[config.mk]
export PLATFORM = sky130hd
export DESIGN_NAME = magnetometer_hard_iron_calibrator_core_flat
export DESIGN_NICKNAME = d
export VERILOG_FILES = /design/src/rtl/mhic_pkg.sv /design/src/rtl/mhic_sample_if.sv /design/src/rtl/mhic_result_if.sv /design/src/rtl/mhic_lane.sv /design/src/rtl/mhic_merge.sv /design/src/rtl/magnetometer_hard_iron_calibrator_core.sv /design/src/flat_wrapper.sv
export SDC_FILE = /design/constraint.sdc
export NUM_CORES = 1
export LEC_CHECK = 0
export BUFFER_PORTS_ARGS = -buffer_cell sky130_fd_sc_hd__buf_2
export CAP_MARGIN = 15
export CORE_AREA = 4 4 179 251
export CTS_BUF_LIST = sky130_fd_sc_hd__clkbuf_8
export DETAILED_ROUTE_END_ITERATION = 6
export DIE_AREA = 0 0 183 255
export PLACE_DENSITY = 0.63
export SYNTH_ARGS = -nofsm -noshare
export SYNTH_HDL_FRONTEND = slang
export SYNTH_SLANG_ARGS = --single-unit
[constraint.sdc]
create_clock -name clk -period 8.4 [get_ports clk]
set_input_delay 1.68 -clock clk [delete_from_list [all_inputs] [get_ports clk]]
set_output_delay 1.68 -clock clk [all_outputs]
set_load 0.1 [all_outputs]
[src/rtl/mhic_pkg.sv]
// ----------------------------------------------------------------------------
// Hard-iron calibrator package
// Shared types, op codes, register map and gain limit table for the
// three-axis min/max hard-iron calibrator.
// ----------------------------------------------------------------------------
package mhic_pkg;

  // Number of axes, one lane each.
  localparam int NumAxes = 3;

  // Sample and result field width.
  localparam int SampleW = 16;

  // APB register map: one 32-bit register at byte address 0.
  localparam int ApbAddrW = 3;
  localparam int ApbDataW = 32;
  localparam int RegIdxW  = ApbAddrW - 2;
  localparam logic [RegIdxW-1:0] RegGainCode = '0;

  // Gain code register width.
  localparam int GainCodeW = 3;

  // Calibration start values.
  localparam logic signed [SampleW-1:0] CalMinStart = 16'sd2000;
  localparam logic signed [SampleW-1:0] CalMaxStart = -16'sd2000;

  // Limit check scale factors.
  localparam int LimLowMul  = 243;
  localparam int LimHighMul = 575;
  localparam int LimDiv     = 390;

  // Counts per gauss for each gain code.
  localparam int GainCount0 = 1370;
  localparam int GainCount1 = 1090;
  localparam int GainCount2 = 820;
  localparam int GainCount3 = 660;
  localparam int GainCount4 = 440;
  localparam int GainCount5 = 390;
  localparam int GainCount6 = 330;
  localparam int GainCount7 = 230;

  // Operation codes carried with each sample.
  typedef enum logic [1:0] {
    OP_CORRECT = 2'd0,
    OP_BEGIN   = 2'd1,
    OP_UPDATE  = 2'd2,
    OP_END     = 2'd3
  } op_t;

  // Low and high self-test limits for the selected gain.
  typedef struct packed {
    logic signed [SampleW-1:0] lo;
    logic signed [SampleW-1:0] hi;
  } lim_t;

  // What one lane produces for the merging stage.
  typedef struct packed {
    logic signed [SampleW-1:0] corr;
    logic                      in_range;
  } lane_res_t;

  // Limit lookup; every arm is a constant folded at elaboration.
  function automatic lim_t gain_limits(logic [GainCodeW-1:0] code);
    lim_t lim;
    case (code)
      3'd0: begin
        lim.lo = 16'(LimLowMul * GainCount0 / LimDiv);
        lim.hi = 16'(LimHighMul * GainCount0 / LimDiv);
      end
      3'd1: begin
        lim.lo = 16'(LimLowMul * GainCount1 / LimDiv);
        lim.hi = 16'(LimHighMul * GainCount1 / LimDiv);
      end
      3'd2: begin
        lim.lo = 16'(LimLowMul * GainCount2 / LimDiv);
        lim.hi = 16'(LimHighMul * GainCount2 / LimDiv);
      end
      3'd3: begin
        lim.lo = 16'(LimLowMul * GainCount3 / LimDiv);
        lim.hi = 16'(LimHighMul * GainCount3 / LimDiv);
      end
      3'd4: begin
        lim.lo = 16'(LimLowMul * GainCount4 / LimDiv);
        lim.hi = 16'(LimHighMul * GainCount4 / LimDiv);
      end
      3'd5: begin
        lim.lo = 16'(LimLowMul * GainCount5 / LimDiv);
        lim.hi = 16'(LimHighMul * GainCount5 / LimDiv);
      end
      3'd6: begin
        lim.lo = 16'(LimLowMul * GainCount6 / LimDiv);
        lim.hi = 16'(LimHighMul * GainCount6 / LimDiv);
      end
      default: begin
        lim.lo = 16'(LimLowMul * GainCount7 / LimDiv);
        lim.hi = 16'(LimHighMul * GainCount7 / LimDiv);
      end
    endcase
    return lim;
  endfunction

endpackage

[src/rtl/mhic_sample_if.sv]
// ----------------------------------------------------------------------------
// Sample channel
// Valid/ready channel carrying one raw three-axis sample and its op code.
// ----------------------------------------------------------------------------
interface mhic_sample_if;
  logic               valid;
  logic               ready;
  logic [1:0]         op;
  logic signed [15:0] raw_x;
  logic signed [15:0] raw_y;
  logic signed [15:0] raw_z;

  modport source (output valid, output op, output raw_x, output raw_y,
                  output raw_z, input ready);
  modport sink (input valid, input op, input raw_x, input raw_y,
                input raw_z, output ready);
endinterface

[src/rtl/mhic_result_if.sv]
// ----------------------------------------------------------------------------
// Result channel
// Valid/ready channel carrying the corrected sample and its range flags.
// ----------------------------------------------------------------------------
interface mhic_result_if;
  logic               valid;
  logic               ready;
  logic signed [15:0] corr_x;
  logic signed [15:0] corr_y;
  logic signed [15:0] corr_z;
  logic               in_range_x;
  logic               in_range_y;
  logic               in_range_z;

  modport source (output valid, output corr_x, output corr_y, output corr_z,
                  output in_range_x, output in_range_y, output in_range_z,
                  input ready);
  modport sink (input valid, input corr_x, input corr_y, input corr_z,
                input in_range_x, input in_range_y, input in_range_z,
                output ready);
endinterface

[src/rtl/mhic_lane.sv]
// ----------------------------------------------------------------------------
// Calibrator axis lane
// Holds one axis' minimum, maximum and offset, applies the op of each
// accepted request and produces the corrected value and its range flag.
// ----------------------------------------------------------------------------
module mhic_lane
  import mhic_pkg::*;
(
  input  logic                      clk,
  input  logic                      rst,
  input  logic                      accept,
  input  op_t                       op,
  input  logic signed [SampleW-1:0] raw,
  input  lim_t                      lim,
  output lane_res_t                 res
);

  logic signed [SampleW-1:0] min_val, min_val_next;
  logic signed [SampleW-1:0] max_val, max_val_next;
  logic signed [SampleW-1:0] offset, offset_next;
  logic signed [SampleW:0]   span;
  logic signed [SampleW:0]   half;
  logic signed [SampleW-1:0] mid;
  logic signed [SampleW-1:0] corr;

  // Midpoint of min and max, halving the span with truncation toward zero.
  always_comb begin
    span = {max_val[SampleW-1], max_val} - {min_val[SampleW-1], min_val};
    half = (span + {{SampleW{1'b0}}, span[SampleW]}) >>> 1;
    mid  = min_val + half[SampleW-1:0];
  end

  // Offset in force after this request, and the sample corrected by it.
  always_comb begin
    case (op)
      OP_BEGIN: offset_next = '0;
      OP_END:   offset_next = mid;
      default:  offset_next = offset;
    endcase
    corr = raw - offset_next;
  end

  // Extremes: restart on begin, fold the corrected value on update.
  always_comb begin
    min_val_next = min_val;
    max_val_next = max_val;
    case (op)
      OP_BEGIN: begin
        min_val_next = CalMinStart;
        max_val_next = CalMaxStart;
      end
      OP_UPDATE: begin
        if (corr < min_val) begin
          min_val_next = corr;
        end
        if (corr > max_val) begin
          max_val_next = corr;
        end
      end
      default: begin
        min_val_next = min_val;
        max_val_next = max_val;
      end
    endcase
  end

  // Lane state registers.
  always_ff @(posedge clk) begin
    if (rst) begin
      min_val <= CalMinStart;
      max_val <= CalMaxStart;
      offset  <= '0;
    end else if (accept) begin
      min_val <= min_val_next;
      max_val <= max_val_next;
      offset  <= offset_next;
    end
  end

  // Result toward the merging stage.
  assign res.corr     = corr;
  assign res.in_range = (corr > lim.lo) && (corr < lim.hi);

endmodule

[src/rtl/mhic_merge.sv]
// ----------------------------------------------------------------------------
// Calibrator result merge
// Gathers the three lane results into one result request and holds it in
// an output register until the downstream side takes it.
// ----------------------------------------------------------------------------
module mhic_merge
  import mhic_pkg::*;
(
  input  logic                 clk,
  input  logic                 rst,
  input  logic                 accept,
  input  lane_res_t            lane_res [NumAxes],
  output logic                 room,
  mhic_result_if.source        result
);

  logic valid;

  // A new request may enter when the register is empty or being drained.
  assign room = !valid || result.ready;

  // Output valid flag.
  always_ff @(posedge clk) begin
    if (rst) begin
      valid <= 1'b0;
    end else if (accept) begin
      valid <= 1'b1;
    end else if (result.ready) begin
      valid <= 1'b0;
    end
  end

  // Output payload register.
  always_ff @(posedge clk) begin
    if (accept) begin
      result.corr_x     <= lane_res[0].corr;
      result.corr_y     <= lane_res[1].corr;
      result.corr_z     <= lane_res[2].corr;
      result.in_range_x <= lane_res[0].in_range;
      result.in_range_y <= lane_res[1].in_range;
      result.in_range_z <= lane_res[2].in_range;
    end
  end

  assign result.valid = valid;

endmodule

[src/rtl/magnetometer_hard_iron_calibrator_core.sv]
// ----------------------------------------------------------------------------
// Magnetometer hard-iron calibrator
// Min/max hard-iron offset calibration for three axes with a gain based
// self-test range flag per corrected axis.
//
//   Channel   Direction  Handshake      Payload
//   sample    sink       valid/ready    op, raw_x, raw_y, raw_z
//   result    source     valid/ready    corr_x/y/z, in_range_x/y/z
//   apb       slave      psel/penable   gain_code at byte address 0
//
// One request is taken per cycle while the result is not stalled; its result
// is valid the cycle after. Each lane does its min/max/offset read-modify-write
// as the request is accepted. While a result is stalled, a new request is
// taken in the same cycle the result leaves. Synchronous reset clears the
// calibration state and gain_code; no clearing pass is needed.
// ----------------------------------------------------------------------------
module magnetometer_hard_iron_calibrator_core
  import mhic_pkg::*;
(
  input  logic                clk,
  input  logic                rst,
  mhic_sample_if.sink         sample,
  mhic_result_if.source       result,
  input  logic                psel,
  input  logic                penable,
  input  logic                pwrite,
  input  logic [ApbAddrW-1:0] paddr,
  input  logic [ApbDataW-1:0] pwdata,
  output logic [ApbDataW-1:0] prdata,
  output logic                pready
);

  logic [GainCodeW-1:0]      gain_code;
  logic                      cfg_write;
  logic                      room;
  logic                      accept;
  lim_t                      lim;
  op_t                       op;
  logic signed [SampleW-1:0] raw [NumAxes];
  lane_res_t                 lane_res [NumAxes];

  // Configuration register.
  assign pready    = 1'b1;
  assign cfg_write = psel && penable && pwrite;

  always_ff @(posedge clk) begin
    if (rst) begin
      gain_code <= '0;
    end else if (cfg_write && (paddr[ApbAddrW-1:2] == RegGainCode)) begin
      gain_code <= pwdata[GainCodeW-1:0];
    end
  end

  always_comb begin
    prdata = '0;
    if (paddr[ApbAddrW-1:2] == RegGainCode) begin
      prdata = {{(ApbDataW-GainCodeW){1'b0}}, gain_code};
    end
  end

  // Request handshake and lane fan-out.
  assign sample.ready = room;
  assign accept       = sample.valid && room;
  assign op           = op_t'(sample.op);
  assign lim          = gain_limits(gain_code);
  assign raw[0]       = sample.raw_x;
  assign raw[1]       = sample.raw_y;
  assign raw[2]       = sample.raw_z;

  // One lane per axis.
  for (genvar a = 0; a < NumAxes; a++) begin : g_lane
    mhic_lane u_lane (
      .clk    (clk),
      .rst    (rst),
      .accept (accept),
      .op     (op),
      .raw    (raw[a]),
      .lim    (lim),
      .res    (lane_res[a])
    );
  end

  // Merge lanes into the result register.
  mhic_merge u_merge (
    .clk      (clk),
    .rst      (rst),
    .accept   (accept),
    .lane_res (lane_res),
    .room     (room),
    .result   (result)
  );

endmodule
[src/flat_wrapper.sv]
// flat-port wrapper written by rule: the top's interface ports become plain ports
module magnetometer_hard_iron_calibrator_core_flat import mhic_pkg::*;
  (clk, rst, psel, penable, pwrite, paddr, pwdata, prdata, pready, sample_valid, sample_op, sample_raw_x, sample_raw_y, sample_raw_z, sample_ready, result_valid, result_corr_x, result_corr_y, result_corr_z, result_in_range_x, result_in_range_y, result_in_range_z, result_ready);
  mhic_sample_if sample_i ();
  mhic_result_if result_i ();
  input  logic clk;
  input  logic rst;
  input  logic psel;
  input  logic penable;
  input  logic pwrite;
  input  logic [ApbAddrW-1:0] paddr;
  input  logic [ApbDataW-1:0] pwdata;
  output logic [ApbDataW-1:0] prdata;
  output logic pready;
  input wire logic [$bits(sample_i.valid)-1:0] sample_valid;
  input wire logic [$bits(sample_i.op)-1:0] sample_op;
  input wire logic [$bits(sample_i.raw_x)-1:0] sample_raw_x;
  input wire logic [$bits(sample_i.raw_y)-1:0] sample_raw_y;
  input wire logic [$bits(sample_i.raw_z)-1:0] sample_raw_z;
  output wire logic [$bits(sample_i.ready)-1:0] sample_ready;
  output wire logic [$bits(result_i.valid)-1:0] result_valid;
  output wire logic [$bits(result_i.corr_x)-1:0] result_corr_x;
  output wire logic [$bits(result_i.corr_y)-1:0] result_corr_y;
  output wire logic [$bits(result_i.corr_z)-1:0] result_corr_z;
  output wire logic [$bits(result_i.in_range_x)-1:0] result_in_range_x;
  output wire logic [$bits(result_i.in_range_y)-1:0] result_in_range_y;
  output wire logic [$bits(result_i.in_range_z)-1:0] result_in_range_z;
  input wire logic [$bits(result_i.ready)-1:0] result_ready;
  assign sample_i.valid = sample_valid;
  assign sample_i.op = sample_op;
  assign sample_i.raw_x = sample_raw_x;
  assign sample_i.raw_y = sample_raw_y;
  assign sample_i.raw_z = sample_raw_z;
  assign sample_ready = sample_i.ready;
  assign result_valid = result_i.valid;
  assign result_corr_x = result_i.corr_x;
  assign result_corr_y = result_i.corr_y;
  assign result_corr_z = result_i.corr_z;
  assign result_in_range_x = result_i.in_range_x;
  assign result_in_range_y = result_i.in_range_y;
  assign result_in_range_z = result_i.in_range_z;
  assign result_i.ready = result_ready;
  magnetometer_hard_iron_calibrator_core u_core (.clk(clk), .rst(rst), .sample(sample_i), .result(result_i), .psel(psel), .penable(penable), .pwrite(pwrite), .paddr(paddr), .pwdata(pwdata), .prdata(prdata), .pready(pready));
endmodule
==> flow_metrics.env <==
export IMPL_outcome="complete, but fails checks"
export IMPL_violations="setup timing"
export IMPL_yosys_warnings=0
export IMPL_drive_above_1_share_pct=21.4
export IMPL_tritoncts="yes"
export IMPL_gp_congestion=0.914
export IMPL_layout_commonest_cell="ha_1"
export IMPL_cap_viol_max_count=0
export IMPL_syn2layout_area_growth_pct=21.9
export IMPL_fillers=3956
export IMPL_routed_wl_um=63300
export IMPL_min_period_over_period_pct=103
export IMPL_min_period_ns=8.64
export IMPL_clock_fmax_ghz=0.116
export IMPL_worstSkewPairLatency_ns=0.52
export IMPL_antenna_left=0
export IMPL_die_h_um=255
export IMPL_slew_headroom_pct=19.4
export IMPL_hold_viol=0
export IMPL_ys_top_cells_by_area="ha_1, dfxtp_1, edfxtp_1"
export IMPL_hp_class="register to register"
export IMPL_vdd_ir_drop_max_uv=221
export IMPL_yosysSeqAreaShare_pct=23.1
export IMPL_die_w_um=183
export IMPL_cp_start_kind="register"
export IMPL_rsz0062_at_grt="yes"
export IMPL_grt_max_degree=88
export IMPL_antenna_found_initial=1
export IMPL_core_um2=42800
export IMPL_r2r_slack_ns=-0.24
export IMPL_grt_overflow_total=0
export IMPL_synth_async_reset_ratio_pct=0
export IMPL_place_hpwl_um=48900
export IMPL_netlist_area_um2=19500
export IMPL_avgSynthCellArea_um2=8.24
export IMPL_port_buffers=116
export IMPL_route_detailed_drc=0
export IMPL_grt_pass1_wl_um=97500
export IMPL_core_rowCount=90
export IMPL_critPathKind="register to register"
export IMPL_cp_required_ns=8.85
export IMPL_hold_slack_ns=0.463
export IMPL_finalSetupViolations=30
export IMPL_ys_flop_type="dfxtp_1"
export IMPL_design_die_area_um2=46700
export IMPL_postPlaceCellArea_um2=22400
export IMPL_synth_area_leader_cell="ha_1"
export IMPL_multi_input_area_um2=14600
export IMPL_synth_top_cell_area_share_pct=18.4
export IMPL_clock_skew_ns=0.0250
export IMPL_cp_max_fo=5
export IMPL_wl_per_cell_um=19.5
export IMPL_max_stage_delay_ns=0.42
export IMPL_leakage_uw=0.0103
export IMPL_crit_arrival_ns=9.08
export IMPL_htree_levels=4
export IMPL_io_pins=178
export IMPL_holdPathStages=2
export IMPL_track_usage_pct=26.0
export IMPL_start_util_pct=45.5
export IMPL_clock_sinks=199
export IMPL_grt_pass1_vias=19046
export IMPL_seq_area_um2=4500
export IMPL_fin_nets=3077
export IMPL_diodes=0
export IMPL_cellPowerDensity_nw_per_um2=304
export IMPL_cp_slowest_cell="a2111oi_4"
export IMPL_numCtsBuffers=17
export IMPL_final_area_um2=23700
export IMPL_syn_inst=2364
export IMPL_synth_cell_types=97
export IMPL_end_kind="register"
export IMPL_ys_ff_latch=199
export IMPL_setup_slack_ns=-0.238
export IMPL_vias=19036
export IMPL_reg2reg_depth=41
export IMPL_cts_buffer_depth=2
export IMPL_final_cell_mix="ha_1, buf_4, nor2_1"
export IMPL_synth_edf_count=51
export IMPL_vias_per_cell=5.85
export IMPL_slew_violations=0
export IMPL_clk_pin_slew_ns=0.12
export IMPL_worst_slew_pin_slew_ns=1.21
export IMPL_ctsRootBufferMaster="clkbuf_8"
export IMPL_ctsHoldBuffers=0
export IMPL_drtIter0Drc=1001
export IMPL_drt_pass1_iterations=5
## synth_stat cells (all sizes together), types with 23 or more instances
cell / count
mux2i: 23
nor3: 71
nand4: 33
a21oi: 173
xnor2: 103
o21ai: 131
a21o: 50
xor2: 51
edfxtp: 51
o31ai: 23
nor2: 180
inv: 173
clkbuf: 75
a211oi: 63
a22oi: 35
nand2b: 38
and3: 28
nand2: 110
buf: 41
ha: 287
nor2b: 42
dfxtp: 148
o21a: 55
nand3: 68
## final cells by class
class | count | area share, %
Inverter | 174 | 2.76
Timing Repair Buffer | 394 | 12.1
Tap cell | 552 | 2.91
Sequential cell | 199 | 18.9
Clock buffer | 17 | 0.986
Multi-Input combinational cell | 1903 | 61.6
Clock inverter | 15 | 0.675
## where the power goes
group	internal (uW)	switching (uW)
combinational	2140	3180
sequential	1160	67.1
clock	290	376
## per-layer routing
layer  vias up  part of all wire (%)  global-route usage, %
li1       9304                     -                      -
met1      9091                    40                   29.0
met2       470                    51                   48.4
met3       171                   3.5                   2.57
met4         0                   5.6                   14.0
met5         -                     0                      0
## logic make-up after synthesis
logic type      after synthesis  share of synthesized area [%]
flops                       199                           23.1
xor+xnor                    155                           7.04
buf+inv                     290                           6.21
simple gates                696                           18.5
compound gates              696                           24.2
other cells                   2                         0.0386
fa+ha+maj                   298                           19.5
mux                          28                           1.47
## registers in the layout (all words and copies together) (netlist names)
signal and flops:
u_core.g_lane.u_lane.max_val 48, u_core.g_lane.u_lane.min_val 48, u_core.g_lane.u_lane.offset 48, u_core.u_merge.result.corr_x 16, u_core.u_merge.result.corr_y 16, u_core.u_merge.result.corr_z 16
u_core.gain_code 3, u_core.u_merge.result.in_range_x 1, u_core.u_merge.result.in_range_y 1, u_core.u_merge.result.in_range_z 1, u_core.u_merge.result.valid 1
## per-stage QoR
step / worst slack [ns] / setup TNS, ns / cells / utilization (%) / total power (uW)
floorplan: 0.0137 / 0 / 2392 / - / 4550
global placement: -0.311 / -11.49 / 3201 / 52.3 / 6100
detailed placement: -0.381 / -16.08 / 3201 / 52.3 / 6190
CTS: -0.0276 / -0.0276 / 3243 / 53.9 / 6980
global route: -0.699 / -31.07 / 3254 / 55.5 / 7740
finish: -0.238 / -3.54 / 3254 / 55.5 / 7220
## final timing paths
check,from,endpoint
worst max-delay path,u_core.g_lane[2].u_lane.max_val[0],u_core.g_lane[2].u_lane.min_val[15]
worst min register to register,u_core.g_lane[1].u_lane.offset[0],u_core.g_lane[1].u_lane.offset[0]
worst max register to register,u_core.g_lane[2].u_lane.max_val[0],u_core.g_lane[2].u_lane.min_val[15]
worst min-delay path,u_core.g_lane[1].u_lane.offset[0],u_core.g_lane[1].u_lane.offset[0]
## critical path: cells and delay by family (launching register included)
kind / cells / cell delay [ns]
buf+inv: 3 / 0.31
simple gates: 8 / 1.47
flops: 1 / 0.34
compound gates: 22 / 4.58
xor+xnor: 1 / 0.19
fa+ha+maj: 7 / 1.68
## repair_timing
| item | in CTS | in global routing |
|---|---|---|
| resized for setup | 37 | 121 |
| pin swaps | 28 | 57 |
| setup buffers | 8 | 8 |
| setup endpoints to repair | 64 | 96 |
| gates cloned | 2 | 3 |
Power figures use the tool's default switching activity.
